==> src/sv/pid_aw_pkg.sv <==
`timescale 1ns / 1ps
`default_nettype none
// ----------------------------------------------------------------------------
// pid_aw_pkg
// Shared widths, register indexes, state codes and payload types of the
// PID step block with integral anti-windup.
// ----------------------------------------------------------------------------
package pid_aw_pkg;

  localparam int unsigned SAMPLE_WIDTH = 16;
  localparam int unsigned FRAC_BITS    = 8;
  localparam int unsigned GAIN_W       = 16;
  localparam int unsigned DT_W         = 24;
  localparam int unsigned CFG_ADDR_W   = 3;
  localparam int unsigned CFG_DATA_W   = (SAMPLE_WIDTH > GAIN_W) ? SAMPLE_WIDTH : GAIN_W;

  // microseconds per second, the time base of the integral and derivative terms
  localparam int unsigned US_W = 20;
  localparam logic [US_W-1:0] US_PER_S = US_W'(1000000);

  localparam logic signed [SAMPLE_WIDTH-1:0] OUT_HIGH_RST = SAMPLE_WIDTH'(25600);

  typedef enum logic [CFG_ADDR_W-1:0] {
    CFG_SETPOINT = 3'd0,
    CFG_GAIN_P   = 3'd1,
    CFG_GAIN_I   = 3'd2,
    CFG_GAIN_D   = 3'd3,
    CFG_OUT_LOW  = 3'd4,
    CFG_OUT_HIGH = 3'd5
  } cfg_reg_t;

  typedef enum logic [3:0] {
    ST_IDLE,
    ST_ARM,
    ST_MUL1_GO,
    ST_MUL1,
    ST_ISUM,
    ST_ICLAMP,
    ST_MUL2_GO,
    ST_MUL2,
    ST_DIV_GO,
    ST_DIV,
    ST_SIGN,
    ST_SUM,
    ST_DRIVE
  } pid_state_t;

  typedef struct packed {
    logic signed [SAMPLE_WIDTH-1:0] measurement;
    logic [DT_W-1:0]                elapsed_us;
  } pid_in_t;

  typedef struct packed {
    logic signed [SAMPLE_WIDTH-1:0] drive;
    logic                           armed_now;
  } pid_out_t;

endpackage
`default_nettype wire

==> src/sv/pid_aw_smul.sv <==
`timescale 1ns / 1ps
`default_nettype none
// ----------------------------------------------------------------------------
// pid_aw_smul
// Bit-serial multiplier: signed multiplicand times unsigned multiplier,
// one multiplier bit per cycle, LSB first.
// ----------------------------------------------------------------------------
module pid_aw_smul
  import pid_aw_pkg::*;
#(
  parameter int unsigned A_W = SAMPLE_WIDTH + 1,
  parameter int unsigned B_W = GAIN_W
) (
  input  logic                        clk,
  input  logic                        rst_n,
  input  logic                        start,
  input  logic signed [A_W-1:0]       a,
  input  logic [B_W-1:0]              b,
  output logic                        busy,
  output logic signed [A_W+B_W-1:0]   prod
);

  localparam int unsigned CNT_W = $clog2(B_W + 1);

  logic                  busy_r, busy_nxt;
  logic [CNT_W-1:0]      cnt_r, cnt_nxt;
  logic signed [A_W-1:0] a_r;
  logic signed [A_W:0]   hi_r, hi_nxt, addend, psum;
  logic [B_W-1:0]        lo_r, lo_nxt;

  // upper half accumulates, lower half shifts out multiplier bits and takes product bits
  assign addend  = lo_r[0] ? {a_r[A_W-1], a_r} : '0;
  assign psum    = hi_r + addend;
  assign hi_nxt  = {psum[A_W], psum[A_W:1]};
  assign lo_nxt  = {psum[0], lo_r[B_W-1:1]};
  assign cnt_nxt = cnt_r - 1'b1;
  assign busy_nxt = (cnt_r != CNT_W'(1));

  always_ff @(posedge clk) begin
    if (!rst_n) begin
      busy_r <= 1'b0;
      cnt_r  <= '0;
    end else if (start) begin
      busy_r <= 1'b1;
      cnt_r  <= CNT_W'(B_W);
    end else if (busy_r) begin
      busy_r <= busy_nxt;
      cnt_r  <= cnt_nxt;
    end
  end

  always_ff @(posedge clk) begin
    if (start) begin
      a_r  <= a;
      hi_r <= '0;
      lo_r <= b;
    end else if (busy_r) begin
      hi_r <= hi_nxt;
      lo_r <= lo_nxt;
    end
  end

  assign busy = busy_r;
  assign prod = {hi_r[A_W-1:0], lo_r};

endmodule
`default_nettype wire

==> src/sv/pid_aw_sdiv.sv <==
`timescale 1ns / 1ps
`default_nettype none
// ----------------------------------------------------------------------------
// pid_aw_sdiv
// Restoring divider for unsigned operands, one quotient bit per cycle.
// ----------------------------------------------------------------------------
module pid_aw_sdiv
  import pid_aw_pkg::*;
#(
  parameter int unsigned N_W = 2 * SAMPLE_WIDTH + US_W,
  parameter int unsigned M_W = DT_W
) (
  input  logic           clk,
  input  logic           rst_n,
  input  logic           start,
  input  logic [N_W-1:0] dividend,
  input  logic [M_W-1:0] divisor,
  output logic           busy,
  output logic [N_W-1:0] quotient
);

  localparam int unsigned CNT_W = $clog2(N_W + 1);

  logic             busy_r, busy_nxt;
  logic [CNT_W-1:0] cnt_r, cnt_nxt;
  logic [N_W-1:0]   q_r, q_nxt;
  logic [M_W-1:0]   rem_r, rem_nxt, dvs_r;
  logic [M_W:0]     trial, diff;
  logic             ge;

  // dividend bits leave the top of q_r while quotient bits enter at the bottom
  assign trial    = {rem_r, q_r[N_W-1]};
  assign ge       = (trial >= {1'b0, dvs_r});
  assign diff     = trial - {1'b0, dvs_r};
  assign rem_nxt  = ge ? diff[M_W-1:0] : trial[M_W-1:0];
  assign q_nxt    = {q_r[N_W-2:0], ge};
  assign cnt_nxt  = cnt_r - 1'b1;
  assign busy_nxt = (cnt_r != CNT_W'(1));

  always_ff @(posedge clk) begin
    if (!rst_n) begin
      busy_r <= 1'b0;
      cnt_r  <= '0;
    end else if (start) begin
      busy_r <= 1'b1;
      cnt_r  <= CNT_W'(N_W);
    end else if (busy_r) begin
      busy_r <= busy_nxt;
      cnt_r  <= cnt_nxt;
    end
  end

  always_ff @(posedge clk) begin
    if (start) begin
      q_r   <= dividend;
      rem_r <= '0;
      dvs_r <= divisor;
    end else if (busy_r) begin
      q_r   <= q_nxt;
      rem_r <= rem_nxt;
    end
  end

  assign busy     = busy_r;
  assign quotient = q_r;

endmodule
`default_nettype wire

==> src/sv/pid_step_with_antiwindup.sv <==
`timescale 1ns / 1ps
`default_nettype none
// ----------------------------------------------------------------------------
// pid_step_with_antiwindup
// PID temperature step in fixed point with a clamped integral, built from
// bit-serial multipliers and restoring dividers under one sequencer.
// ----------------------------------------------------------------------------
//  port group  direction  handshake             payload
//  in_*        request    in_valid / in_ready   pid_in_t  (measurement, elapsed_us)
//  out_*       result     out_valid / out_ready pid_out_t (drive, armed_now)
//  cfg_*       config     cfg_we                cfg_addr, cfg_wdata
//
//  first request after reset only arms the loop
//  later requests run to the next accept through the chain of the
//  err*dt multiply (24 steps), gain/1e6 multiplies (20 steps) and the
//  54-step quotient of the derivative term
//  a stalled result holds in the output register; a new request is taken
//  as soon as the result is loaded, so only a second result waits on out_ready
//  rst_n is synchronous; config, integral, last error and armed flag reset
// ----------------------------------------------------------------------------
module pid_step_with_antiwindup
  import pid_aw_pkg::*;
(
  input  logic                  clk,
  input  logic                  rst_n,
  input  logic                  in_valid,
  output logic                  in_ready,
  input  pid_in_t               in_data,
  output logic                  out_valid,
  input  logic                  out_ready,
  output pid_out_t              out_data,
  input  logic                  cfg_we,
  input  logic [CFG_ADDR_W-1:0] cfg_addr,
  input  logic [CFG_DATA_W-1:0] cfg_wdata
);

  localparam int unsigned SW     = SAMPLE_WIDTH;
  localparam int unsigned ERR_W  = SW + 1;
  localparam int unsigned DERR_W = SW + 2;
  localparam int unsigned ED_W   = ERR_W + DT_W;
  localparam int unsigned ACC_W  = SW + US_W;
  localparam int unsigned ISUM_W = ED_W + 1;
  localparam int unsigned P_W    = ERR_W + GAIN_W;
  localparam int unsigned GI_W   = ACC_W + GAIN_W;
  localparam int unsigned GD_W   = DERR_W + GAIN_W;
  localparam int unsigned NUM_W  = GD_W + US_W;
  localparam int unsigned SUM_W  = NUM_W + 1;
  localparam logic signed [US_W:0] US_PER_S_S = {1'b0, US_PER_S};

  // configuration
  logic signed [SW-1:0] setpoint_r, out_low_r, out_high_r;
  logic [GAIN_W-1:0]    gain_p_r, gain_i_r, gain_d_r;

  // sequencer
  pid_state_t state_r, state_nxt;
  logic       take, arm_load, out_load, start_m1, start_m2, start_dv;
  logic       isum_en, acc_en, sign_en, sum_en, out_free;

  // loop state
  logic                    started_r;
  logic signed [ACC_W-1:0] acc_r, acc_nxt;
  logic signed [ERR_W-1:0] last_err_r;

  // datapath
  logic signed [ERR_W-1:0]  err_r, err_nxt;
  logic [DT_W-1:0]          dt_r;
  logic signed [DERR_W-1:0] derr;
  logic signed [ACC_W:0]    hi_full, lo_full;
  logic signed [ACC_W-1:0]  lim_hi_r, lim_lo_r;
  logic signed [ISUM_W-1:0] isum_r, isum_nxt, ilim_hi, ilim_lo;
  logic signed [ED_W-1:0]   ed_prod;
  logic signed [P_W-1:0]    p_prod;
  logic signed [GD_W-1:0]   gd_prod;
  logic signed [GI_W-1:0]   gi_prod;
  logic signed [NUM_W-1:0]  num_prod;
  logic [GI_W-1:0]          gi_mag, iq;
  logic [NUM_W-1:0]         num_mag, dq;
  logic                     gi_neg_r, num_neg_r;
  logic signed [SUM_W-1:0]  p_ext, iq_ext, dq_ext;
  logic signed [SUM_W-1:0]  pi_r, pi_nxt, d_r, d_nxt, sum_r, sum_nxt;
  logic signed [SUM_W-1:0]  shifted, out_hi_ext, out_lo_ext;
  logic signed [SW-1:0]     drive_clamp;
  logic signed [SW-1:0]     out_drive_r, out_drive_nxt;
  logic                     out_armed_r, out_valid_r, out_valid_nxt;
  logic ed_busy, gp_busy, gd_busy, gi_busy, us_busy, iq_busy, dq_busy;

  // ---------------------------------------------------------------- config
  always_ff @(posedge clk) begin
    if (!rst_n) begin
      setpoint_r <= '0;
      gain_p_r   <= '0;
      gain_i_r   <= '0;
      gain_d_r   <= '0;
      out_low_r  <= '0;
      out_high_r <= OUT_HIGH_RST;
    end else if (cfg_we) begin
      case (cfg_addr)
        CFG_SETPOINT: setpoint_r <= SW'(cfg_wdata);
        CFG_GAIN_P:   gain_p_r   <= GAIN_W'(cfg_wdata);
        CFG_GAIN_I:   gain_i_r   <= GAIN_W'(cfg_wdata);
        CFG_GAIN_D:   gain_d_r   <= GAIN_W'(cfg_wdata);
        CFG_OUT_LOW:  out_low_r  <= SW'(cfg_wdata);
        CFG_OUT_HIGH: out_high_r <= SW'(cfg_wdata);
        default: ;
      endcase
    end
  end

  // integral limits scaled to degree-microseconds
  assign hi_full = out_high_r * US_PER_S_S;
  assign lo_full = out_low_r * US_PER_S_S;

  // ---------------------------------------------------------------- sequencer
  assign out_free = !out_valid_r || out_ready;

  always_comb begin
    state_nxt = state_r;
    in_ready  = 1'b0;
    take      = 1'b0;
    arm_load  = 1'b0;
    out_load  = 1'b0;
    start_m1  = 1'b0;
    start_m2  = 1'b0;
    start_dv  = 1'b0;
    isum_en   = 1'b0;
    acc_en    = 1'b0;
    sign_en   = 1'b0;
    sum_en    = 1'b0;
    case (state_r)
      ST_IDLE: begin
        in_ready = 1'b1;
        if (in_valid) begin
          take      = 1'b1;
          state_nxt = started_r ? ST_MUL1_GO : ST_ARM;
        end
      end
      ST_ARM: begin
        if (out_free) begin
          out_load  = 1'b1;
          arm_load  = 1'b1;
          state_nxt = ST_IDLE;
        end
      end
      ST_MUL1_GO: begin
        start_m1  = 1'b1;
        state_nxt = ST_MUL1;
      end
      ST_MUL1: begin
        if (!(ed_busy || gp_busy || gd_busy)) state_nxt = ST_ISUM;
      end
      ST_ISUM: begin
        isum_en   = 1'b1;
        state_nxt = ST_ICLAMP;
      end
      ST_ICLAMP: begin
        acc_en    = 1'b1;
        state_nxt = ST_MUL2_GO;
      end
      ST_MUL2_GO: begin
        start_m2  = 1'b1;
        state_nxt = ST_MUL2;
      end
      ST_MUL2: begin
        if (!(gi_busy || us_busy)) state_nxt = ST_DIV_GO;
      end
      ST_DIV_GO: begin
        start_dv  = 1'b1;
        state_nxt = ST_DIV;
      end
      ST_DIV: begin
        if (!(iq_busy || dq_busy)) state_nxt = ST_SIGN;
      end
      ST_SIGN: begin
        sign_en   = 1'b1;
        state_nxt = ST_SUM;
      end
      ST_SUM: begin
        sum_en    = 1'b1;
        state_nxt = ST_DRIVE;
      end
      ST_DRIVE: begin
        if (out_free) begin
          out_load  = 1'b1;
          state_nxt = ST_IDLE;
        end
      end
      default: state_nxt = ST_IDLE;
    endcase
  end

  // ---------------------------------------------------------------- datapath
  assign err_nxt = ERR_W'(setpoint_r) - ERR_W'(in_data.measurement);
  assign derr    = DERR_W'(err_r) - DERR_W'(last_err_r);

  // integral update: upper bound first, so crossed limits end on the lower one
  assign isum_nxt = ISUM_W'(acc_r) + ISUM_W'(ed_prod);
  assign ilim_hi  = ISUM_W'(lim_hi_r);
  assign ilim_lo  = ISUM_W'(lim_lo_r);

  always_comb begin
    if (isum_r > ilim_hi) begin
      acc_nxt = (lim_hi_r < lim_lo_r) ? lim_lo_r : lim_hi_r;
    end else if (isum_r < ilim_lo) begin
      acc_nxt = lim_lo_r;
    end else begin
      acc_nxt = isum_r[ACC_W-1:0];
    end
  end

  assign gi_mag  = gi_prod[GI_W-1] ? GI_W'(-gi_prod) : GI_W'(gi_prod);
  assign num_mag = num_prod[NUM_W-1] ? NUM_W'(-num_prod) : NUM_W'(num_prod);

  // quotients come back as magnitudes; restoring the sign truncates toward zero
  assign p_ext  = SUM_W'(p_prod);
  assign iq_ext = SUM_W'(iq);
  assign dq_ext = SUM_W'(dq);
  assign pi_nxt = gi_neg_r ? (p_ext - iq_ext) : (p_ext + iq_ext);
  assign d_nxt  = (dt_r == '0) ? '0 : (num_neg_r ? -dq_ext : dq_ext);
  assign sum_nxt = pi_r + d_r;

  // arithmetic shift floors the Q16 sum back to Q8
  assign shifted    = sum_r >>> FRAC_BITS;
  assign out_hi_ext = SUM_W'(out_high_r);
  assign out_lo_ext = SUM_W'(out_low_r);

  always_comb begin
    if (shifted > out_hi_ext) begin
      drive_clamp = (out_high_r < out_low_r) ? out_low_r : out_high_r;
    end else if (shifted < out_lo_ext) begin
      drive_clamp = out_low_r;
    end else begin
      drive_clamp = shifted[SW-1:0];
    end
  end

  assign out_drive_nxt = arm_load ? '0 : drive_clamp;
  assign out_valid_nxt = out_load ? 1'b1 : (out_ready ? 1'b0 : out_valid_r);

  // ---------------------------------------------------------------- serial units
  pid_aw_smul #(.A_W(ERR_W), .B_W(DT_W)) u_ed (
    .clk(clk), .rst_n(rst_n), .start(start_m1),
    .a(err_r), .b(dt_r), .busy(ed_busy), .prod(ed_prod)
  );

  pid_aw_smul #(.A_W(ERR_W), .B_W(GAIN_W)) u_gp (
    .clk(clk), .rst_n(rst_n), .start(start_m1),
    .a(err_r), .b(gain_p_r), .busy(gp_busy), .prod(p_prod)
  );

  pid_aw_smul #(.A_W(DERR_W), .B_W(GAIN_W)) u_gd (
    .clk(clk), .rst_n(rst_n), .start(start_m1),
    .a(derr), .b(gain_d_r), .busy(gd_busy), .prod(gd_prod)
  );

  pid_aw_smul #(.A_W(ACC_W), .B_W(GAIN_W)) u_gi (
    .clk(clk), .rst_n(rst_n), .start(start_m2),
    .a(acc_r), .b(gain_i_r), .busy(gi_busy), .prod(gi_prod)
  );

  pid_aw_smul #(.A_W(GD_W), .B_W(US_W)) u_us (
    .clk(clk), .rst_n(rst_n), .start(start_m2),
    .a(gd_prod), .b(US_PER_S), .busy(us_busy), .prod(num_prod)
  );

  pid_aw_sdiv #(.N_W(GI_W), .M_W(US_W)) u_iq (
    .clk(clk), .rst_n(rst_n), .start(start_dv),
    .dividend(gi_mag), .divisor(US_PER_S), .busy(iq_busy), .quotient(iq)
  );

  // a zero dt divides to garbage here; the derivative is forced to zero after
  pid_aw_sdiv #(.N_W(NUM_W), .M_W(DT_W)) u_dq (
    .clk(clk), .rst_n(rst_n), .start(start_dv),
    .dividend(num_mag), .divisor(dt_r), .busy(dq_busy), .quotient(dq)
  );

  // ---------------------------------------------------------------- registers
  always_ff @(posedge clk) begin
    if (!rst_n) begin
      state_r     <= ST_IDLE;
      out_valid_r <= 1'b0;
      started_r   <= 1'b0;
      acc_r       <= '0;
      last_err_r  <= '0;
    end else begin
      state_r     <= state_nxt;
      out_valid_r <= out_valid_nxt;
      if (arm_load) started_r <= 1'b1;
      if (acc_en) acc_r <= acc_nxt;
      if (start_m1) last_err_r <= err_r;
    end
  end

  always_ff @(posedge clk) begin
    lim_hi_r <= hi_full[ACC_W-1:0];
    lim_lo_r <= lo_full[ACC_W-1:0];
    if (take) begin
      err_r <= err_nxt;
      dt_r  <= in_data.elapsed_us;
    end
    if (isum_en) isum_r <= isum_nxt;
    if (start_dv) begin
      gi_neg_r  <= gi_prod[GI_W-1];
      num_neg_r <= num_prod[NUM_W-1];
    end
    if (sign_en) begin
      pi_r <= pi_nxt;
      d_r  <= d_nxt;
    end
    if (sum_en) sum_r <= sum_nxt;
    if (out_load) begin
      out_drive_r <= out_drive_nxt;
      out_armed_r <= arm_load;
    end
  end

  assign out_valid = out_valid_r;
  assign out_data  = '{drive: out_drive_r, armed_now: out_armed_r};

  // ---------------------------------------------------------------- checks
  a_idle_units: assert property (@(posedge clk) disable iff (!rst_n)
    (state_r == ST_IDLE) |->
      !(ed_busy || gp_busy || gd_busy || gi_busy || us_busy || iq_busy || dq_busy))
    else $error("serial unit still running while sequencer is idle");

  a_arm_result: assert property (@(posedge clk) disable iff (!rst_n)
    $rose(started_r) |-> (out_valid_r && out_armed_r))
    else $error("loop armed without an armed result");

  a_started_hold: assert property (@(posedge clk) disable iff (!rst_n)
    started_r |=> started_r)
    else $error("armed flag dropped outside reset");

  a_load_src: assert property (@(posedge clk) disable iff (!rst_n)
    $rose(out_valid_r) |-> ($past(state_r) == ST_ARM || $past(state_r) == ST_DRIVE))
    else $error("result loaded outside the arm or drive step");

endmodule
`default_nettype wire
==> config.mk <==
export PLATFORM = sky130hd
export DESIGN_NAME = pid_step_with_antiwindup
export DESIGN_NICKNAME = d
export VERILOG_FILES = /design/src/sv/pid_aw_pkg.sv /design/src/sv/pid_aw_smul.sv /design/src/sv/pid_aw_sdiv.sv /design/src/sv/pid_step_with_antiwindup.sv
export SDC_FILE = /design/constraint.sdc
export NUM_CORES = 2
export LEC_CHECK = 0
export BUFFER_PORTS_ARGS = -buffer_cell sky130_fd_sc_hd__buf_2
export CORE_MARGIN = 5
export CORE_UTILIZATION = 50
export CTS_CLUSTER_SIZE = 30
export DETAILED_ROUTE_END_ITERATION = 12
export MAX_ROUTING_LAYER = met4
export PLACE_DENSITY_LB_ADDON = 0.12
export SETUP_SLACK_MARGIN = 0.4
export SLEW_MARGIN = 20
export SYNTH_ARGS = -nofsm -noshare
export SYNTH_HDL_FRONTEND = slang
export SYNTH_HIERARCHICAL = 1
export SYNTH_SLANG_ARGS = --single-unit
==> constraint.sdc <==
create_clock -name clk -period 16.03 [get_ports clk]
set_clock_uncertainty 0.1 [all_clocks]
set_input_delay 1.603 -clock clk [delete_from_list [all_inputs] [get_ports clk]]
set_output_delay 1.603 -clock clk [all_outputs]
set_load 0.01 [all_outputs]
### After elaboration in Yosys (flattened, before gate mapping)

Cells that the tools add are included.

* bits in registers: 1019
* input bits: 64

* $add $sub $neg: 23
* multiply operators: 2
* order comparisons: 8
* equality and inequality tests: 29
* mux-type cells: 79
* bitwise logic cells: 2
* reductions and logical operators: 29

Operators with widths (count)
* two-way mux 54 bit: 4
* two-way mux 52 bit: 3
* two-way mux 16 bit: 9
* two-way mux 36 bit: 3
* two-way mux 24 bit: 3
* multiplier 16 x 15 -> 30 bit (second input constant): 2
* adder 55 bit: 1
* two-way mux 55 bit: 1
* negator 54 -> 55 bit: 1
* adder 33 x 53 -> 54 bit: 1
* negator 54 bit: 1
* subtractor 33 x 53 -> 54 bit: 1
* negator 52 bit: 1
* two-way mux 5 bit: 10
* case mux 4 bit (12 select lines): 1
* greater-than comparator 47 x 16 -> 1 bit: 1
* < comparator 47 x 16 -> 1 bit: 1
* adder 36 x 41 -> 42 bit: 1
* greater-than comparator 42 x 36 -> 1 bit: 1
* < comparator 42 x 36 -> 1 bit: 1
* adder 36 x 37 -> 37 bit: 1
* two-way mux 37 bit: 1
* adder 17 x 18 -> 18 bit: 2
* < comparator 36 bit: 1
* other kinds (40): 120

### Depth between registers and ports, before layout

* word-level depth: 5
* gate-level depth with buffers: 23

### Hierarchy

Netlist, hierarchy kept.

Modules (own cells, without submodules)
* pid_step_with_antiwindup: times used 1, cells an instance 4538, area an instance 41757.5 um^2, seq. area each 12051.6 um^2
* pid_aw_sdiv at u_dq: times used 1, cells an instance 512, area an instance 5736.8 um^2, seq. area each 2962.8 um^2
* pid_aw_smul at u_gi: times used 1, cells an instance 544, area an instance 5456.5 um^2, seq. area each 2402.3 um^2
* pid_aw_smul at u_us: times used 1, cells an instance 547, area an instance 5445.2 um^2, seq. area each 2422.3 um^2
* pid_aw_sdiv at u_iq: times used 1, cells an instance 463, area an instance 5311.3 um^2, seq. area each 2702.6 um^2
* pid_aw_smul at u_ed: times used 1, cells an instance 300, area an instance 3378.2 um^2, seq. area each 1691.6 um^2
* pid_aw_smul at u_gd: times used 1, cells an instance 296, area an instance 3138.0 um^2, seq. area each 1501.4 um^2
* pid_aw_smul at u_gp: times used 1, cells an instance 281, area an instance 3019.1 um^2, seq. area each 1451.4 um^2

### Worst setup path before layout

Ideal clock, no wire load.

* path kind: register to register
* from: reg out_low_r[4]
* to: reg lim_lo_r[34]
* data arrival time: 5.275 ns
* data required time: 15.858 ns
* setup slack: 10.583 ns
* stages on the path, launching flop included: 19
* period minus slack after synthesis: 5.447 ns
* cells stage by stage: dfxtp_1 -> ha_1 -> inv_1 -> fa_1 -> inv_1 -> fa_1 -> fa_1 -> fa_1 -> ha_1 -> ha_1 -> nor2b_1 -> a211oi_1 -> a21oi_1 -> a311oi_1 -> o21ai_0 -> nor3_1 -> o21bai_1 -> a21oi_1 -> xnor2_1

* cells in the longest elaborated chain, start to end: 1

Ends and longest elaborated chain
* from (decl): RTL line pid_step_with_antiwindup.sv:51 `logic signed [SW-1:0] setpoint_r, out_low_r, out_high_r;`
* from (signal assigned): RTL line pid_step_with_antiwindup.sv:102 `CFG_OUT_LOW: out_low_r <= SW'(cfg_wdata);`
* multiplier 16 x 15 -> 30 bit: RTL line pid_step_with_antiwindup.sv:111 `assign lo_full = out_low_r * US_PER_S_S;`
* named net lo_full[34]: RTL line pid_step_with_antiwindup.sv:68 `logic signed [ACC_W:0] hi_full, lo_full;`
* to (signal assigned): RTL line pid_step_with_antiwindup.sv:295 `lim_lo_r <= lo_full[ACC_W-1:0];`
* to (decl): RTL line pid_step_with_antiwindup.sv:69 `logic signed [ACC_W-1:0] lim_hi_r, lim_lo_r;`

The timed path passes the listed nets, and every way through them passes these cells.
A chain may end at the register's enable or synchronous reset.

### Worst setup path in the final report

Same ends and word-level chain as after synthesis.

==> results.md <==
* Maximum number of pins on one net before global-route repair at 85
* Clock-pin transition on the worst setup and hold timing paths at 0.06 ns
* Vias after detailed routing at 55700
* Post-synth top flop: sky130_fd_sc_hd__edfxtp_1
* Width of the die at 393 um
* Synth-to-Final Area Change at 8.78%
* Number of instances in the synthesized netlist at 7481
* Port Buffers at 82
* Cell Rows at 140
* Total chip power at 9610 uW
* Floorplan die area at 154000 um2
* Crit path required time at 16.58 ns
* Chip Height at 393 um
* Launch point of the worst hold path: u_gd/lo_r[13]
* Unrepaired setup endpoints after global routing: false
* Cell depth of the worst flop-to-flop path at 19
* Dominant cells by area after synthesis: sky130_fd_sc_hd__edfxtp_1 (26%), sky130_fd_sc_hd__ha_1 (14%), sky130_fd_sc_hd__dfxtp_1 (12%), sky130_fd_sc_hd__xnor2_1 (4.4%), sky130_fd_sc_hd__fa_1 (3.8%)
* DPL Wire Length at 158000 um
* Setup slack at placement at 9.92 ns
* Final estimated routing congestion in global placement at 0.953
* Area inside the core boundary at 146000 um2
* Peak ir drop on the vdd network at 0.107 mV
* Max Slew Vio Count at 0
* Initial core utilization at 50.3%
* Clock latency at the later pin of the worst-skew pair at 0.73 ns
* WP data arrival at 6.75 ns
* Worst reg2reg path startpoint: out_low_r[4]
* Slew Limit Headroom at 20.4%
* Via density at 5.83
* Hold-fix buffer count after cts at 0
* Uppermost metal layer occupied by signal nets: met4
* Met3 Routed Length at 11100 um
* Worst-case clock buffer depth at 3
* Cell at the root of the clock tree: sky130_fd_sc_hd__clkbuf_16
* Critical path endpoint category: flip-flop
* Routed met1 length at 98800 um
* Remaining design rule violation count at 0
* Stage delay of the slowest cell on the critical path at 0.60 ns
* Violation count after the first detailed-routing iteration at 4468
* Slowest library cell on the worst path: sky130_fd_sc_hd__dfxtp_1
* Clock period minus worst slack at 6.20 ns
* Worst r2r dst: lim_lo_r[34]
* Outcome: completed
* Most used cell along the critical path: sky130_fd_sc_hd__fa_1
* Count of pins on the block boundary at 83
* Critical path type: reg -> reg
* DR WL met2 at 89900 um
* Share of layout cells above drive strength 1 at 8.48%
* Maximum clock frequency at 161 MHz
* Wire length of the first global-routing pass at 316000 um
* PwrDens at 121 nW/um2
* Antenna violation net count after detailed routing at 0
* Most common library cell in the layout ignoring fill and taps: sky130_fd_sc_hd__ha_1
* Total clock buffers created by CTS at 119
* Crit path cell chain: ha_1 -> inv_1 -> fa_1 -> inv_1 -> fa_1 -> fa_1 -> fa_1 -> ha_1 -> ha_1 -> nand2_1 -> nor2_1 -> a211oi_1 -> a21oi_1 -> a311oi_1 -> o21ai_0 -> nor3_1 -> o21bai_1 -> a21oi_1 -> xnor2_1
* Area share of the largest cell type after synthesis at 25.5%
* Number of enable-type register cells in the synthesized netlist at 622
* Clock net sink count at 1047
* Post-detailed-routing wire length at 204000 um
* Slew at the pin closest to its max-slew limit at 1.19 ns
* Clock tree from TritonCTS: built
* Async S/R FF share, synth at 0%
* Setup TNS at 0 ns
* Final setup margin at 9.83 ns
* Leakage power figure at 0.0328 uW
* Vias in the first global route at 53300
* Hold Crit Class: reg -> reg
* Routed wire per std cell at 21.4 um
* Total number of yosys warnings at 6
* Area of the mapped netlist at 73200 um2
* Hold Fails Final Rpt at 0
* Setup crit start kind: flip-flop
* Final global-route overflow total at 0
* Most frequent cells in the layout: sky130_fd_sc_hd__ha_1 (838), sky130_fd_sc_hd__edfxtp_1 (622), sky130_fd_sc_hd__nand2_1 (607)
* Nets@finish at 8567
* Final period utilization at 38.7%
* Number of distinct library cells after synthesis at 122
* Worst Hold End: u_us/a_r[13]
* Worst Hold Depth at 0
* Part of the Yosys area used for sequential elements at 37.1%
* Setup slack on the worst flop-to-flop path at 9.83 ns
* Overall track demand over capacity in global routing at 26.9%
* First drt pass iteration count at 6
* CP Max Fanout at 10
* # setup viols final at 0
* Number of fill cells at 13000
* Mapped Avg Cell Area at 9.79 um2
* Number of register bits inferred by synthesis at 1047
* Antenna violations before repair at 12
* Cell taking the most area after synthesis: sky130_fd_sc_hd__edfxtp_1
* Number of buffers inserted to repair setup after CTS at 0
* CTS-repair resized insts at 0
* Maximum level of the CTS H-tree at 3
* Max capacitance violation total at 0
worst max-delay path by stage:
| stage | end | startpoint | slack, ns | cells after the start |
|---|---|---|---|---|
| 3_5_place_dp | lim_lo_r[34] | out_low_r[4] | 9.92 | 19 |
| 4_1_cts | lim_lo_r[34] | out_low_r[4] | 9.87 | 19 |
| 6_report | lim_lo_r[34] | out_low_r[4] | 9.83 | 19 |
| 2_1_floorplan | lim_lo_r[34] | out_low_r[4] | 10.58 | 18 |
| 3_3_place_gp | lim_lo_r[34] | out_low_r[4] | 9.90 | 19 |
| 5_1_grt | lim_lo_r[34] | out_low_r[4] | 9.43 | 19 |
cells by family after synthesis:
group	Yosys count	synth area share (%)
buffers and inverters	793	4.23
adder cells (fa/ha/maj)	976	18.1
XOR/XNOR	540	6.46
flip-flops	1047	37.1
other	2	0.0103
AO/OA/AOI/OAI	1807	16.4
AND/OR/NAND/NOR	2035	13.5
multiplexers	281	4.23
worst max-delay path, delay by kind of cell, from the launching register on:
family	cells	cell delay [ns]
simple gates	3	0.39
buf+inv	2	0.13
compound gates	6	1.77
fa+ha+maj	7	3.02
xor+xnor	1	0.13
flops	1	0.60
stage by stage:
step	util (%)	instance area, um2	std cells	hold slack, ns
after detailed placement	51.9	75600	9322	0.336
after floorplan	-	73400	7519	0.322
final	54.7	79700	9560	0.346
after global routing	54.7	79700	9554	0.357
after CTS	54.7	79600	9550	0.346
after global placement	51.9	75600	9322	0.333
state kept, by name (all words and copies together), names as in the netlist, 18 cells and up:
| signal | flops |
|---|---|
| d_r | 55 |
| pi_r | 54 |
| u_dq/quotient | 54 |
| u_iq/quotient | 52 |
| sum_r | 47 |
| isum_r | 42 |
| acc_r | 36 |
| u_gi/a_r | 36 |
| u_gi/hi_r | 36 |
| u_us/a_r | 34 |
| u_us/hi_r | 34 |
| lim_hi_r | 30 |
| lim_lo_r | 30 |
| dt_r | 24 |
| u_dq/dvs_r | 24 |
| u_dq/rem_r | 24 |
| u_ed/lo_r | 24 |
| u_iq/dvs_r | 20 |
| u_iq/rem_r | 20 |
| u_us/lo_r | 20 |
| u_gd/a_r | 18 |
| u_gd/hi_r | 18 |
cell usage after synthesis, types with 40 or more instances:
cell                       number
sky130_fd_sc_hd__ha_1         838
sky130_fd_sc_hd__edfxtp_1     622
sky130_fd_sc_hd__nand2_1      608
sky130_fd_sc_hd__inv_1        554
sky130_fd_sc_hd__nor2_1       545
sky130_fd_sc_hd__a21oi_1      439
sky130_fd_sc_hd__dfxtp_1      425
sky130_fd_sc_hd__xnor2_1      369
sky130_fd_sc_hd__o21ai_0      338
sky130_fd_sc_hd__a21o_1       231
sky130_fd_sc_hd__mux2_2       229
sky130_fd_sc_hd__clkbuf_1     181
sky130_fd_sc_hd__xor2_1       171
sky130_fd_sc_hd__and2_1       153
sky130_fd_sc_hd__fa_1         138
sky130_fd_sc_hd__a21boi_0     131
sky130_fd_sc_hd__nand3_1      112
sky130_fd_sc_hd__nand4_1       99
sky130_fd_sc_hd__nor3_1        96
sky130_fd_sc_hd__nor2b_1       79
sky130_fd_sc_hd__o21a_1        74
sky130_fd_sc_hd__nand2b_1      68
sky130_fd_sc_hd__o31ai_1       66
sky130_fd_sc_hd__a211oi_1      64
sky130_fd_sc_hd__or3_1         60
sky130_fd_sc_hd__mux2i_1       52
sky130_fd_sc_hd__a31oi_1       48
sky130_fd_sc_hd__o211ai_1      43
sky130_fd_sc_hd__nor4_1        40
sky130_fd_sc_hd__o21bai_1      40
cell type report:
cell class	count	area, um2	share of cell area (%)
antenna	9	22.5	0.0283
clock buffer	162	3270	4.11
clock inverter	66	801	1.01
inverter	557	2100	2.63
multi-input combinational	5679	43200	54.2
sequential	1047	27200	34.1
tap	1917	2400	3.01
timing repair buffer	123	728	0.914
layer usage:
layer | up-vias | global-route usage (%)
met3 | 219 | 2.85
met1 | 27000 | 38.9
met4 | 0 | 6.17
li1 | 27100 | -
met2 | 1371 | 40.9
met5 | - | -
where the power goes:
group	switching, uW	total, uW	leakage, uW	internal (uW)
combinational	1780	2990	0.0218	1210
sequential	470	3770	0.00906	3300
clock	1160	2850	0.00198	1690
total	3410	9610	0.0328	6200
Note: power is estimated with default switching activity, not from simulation.
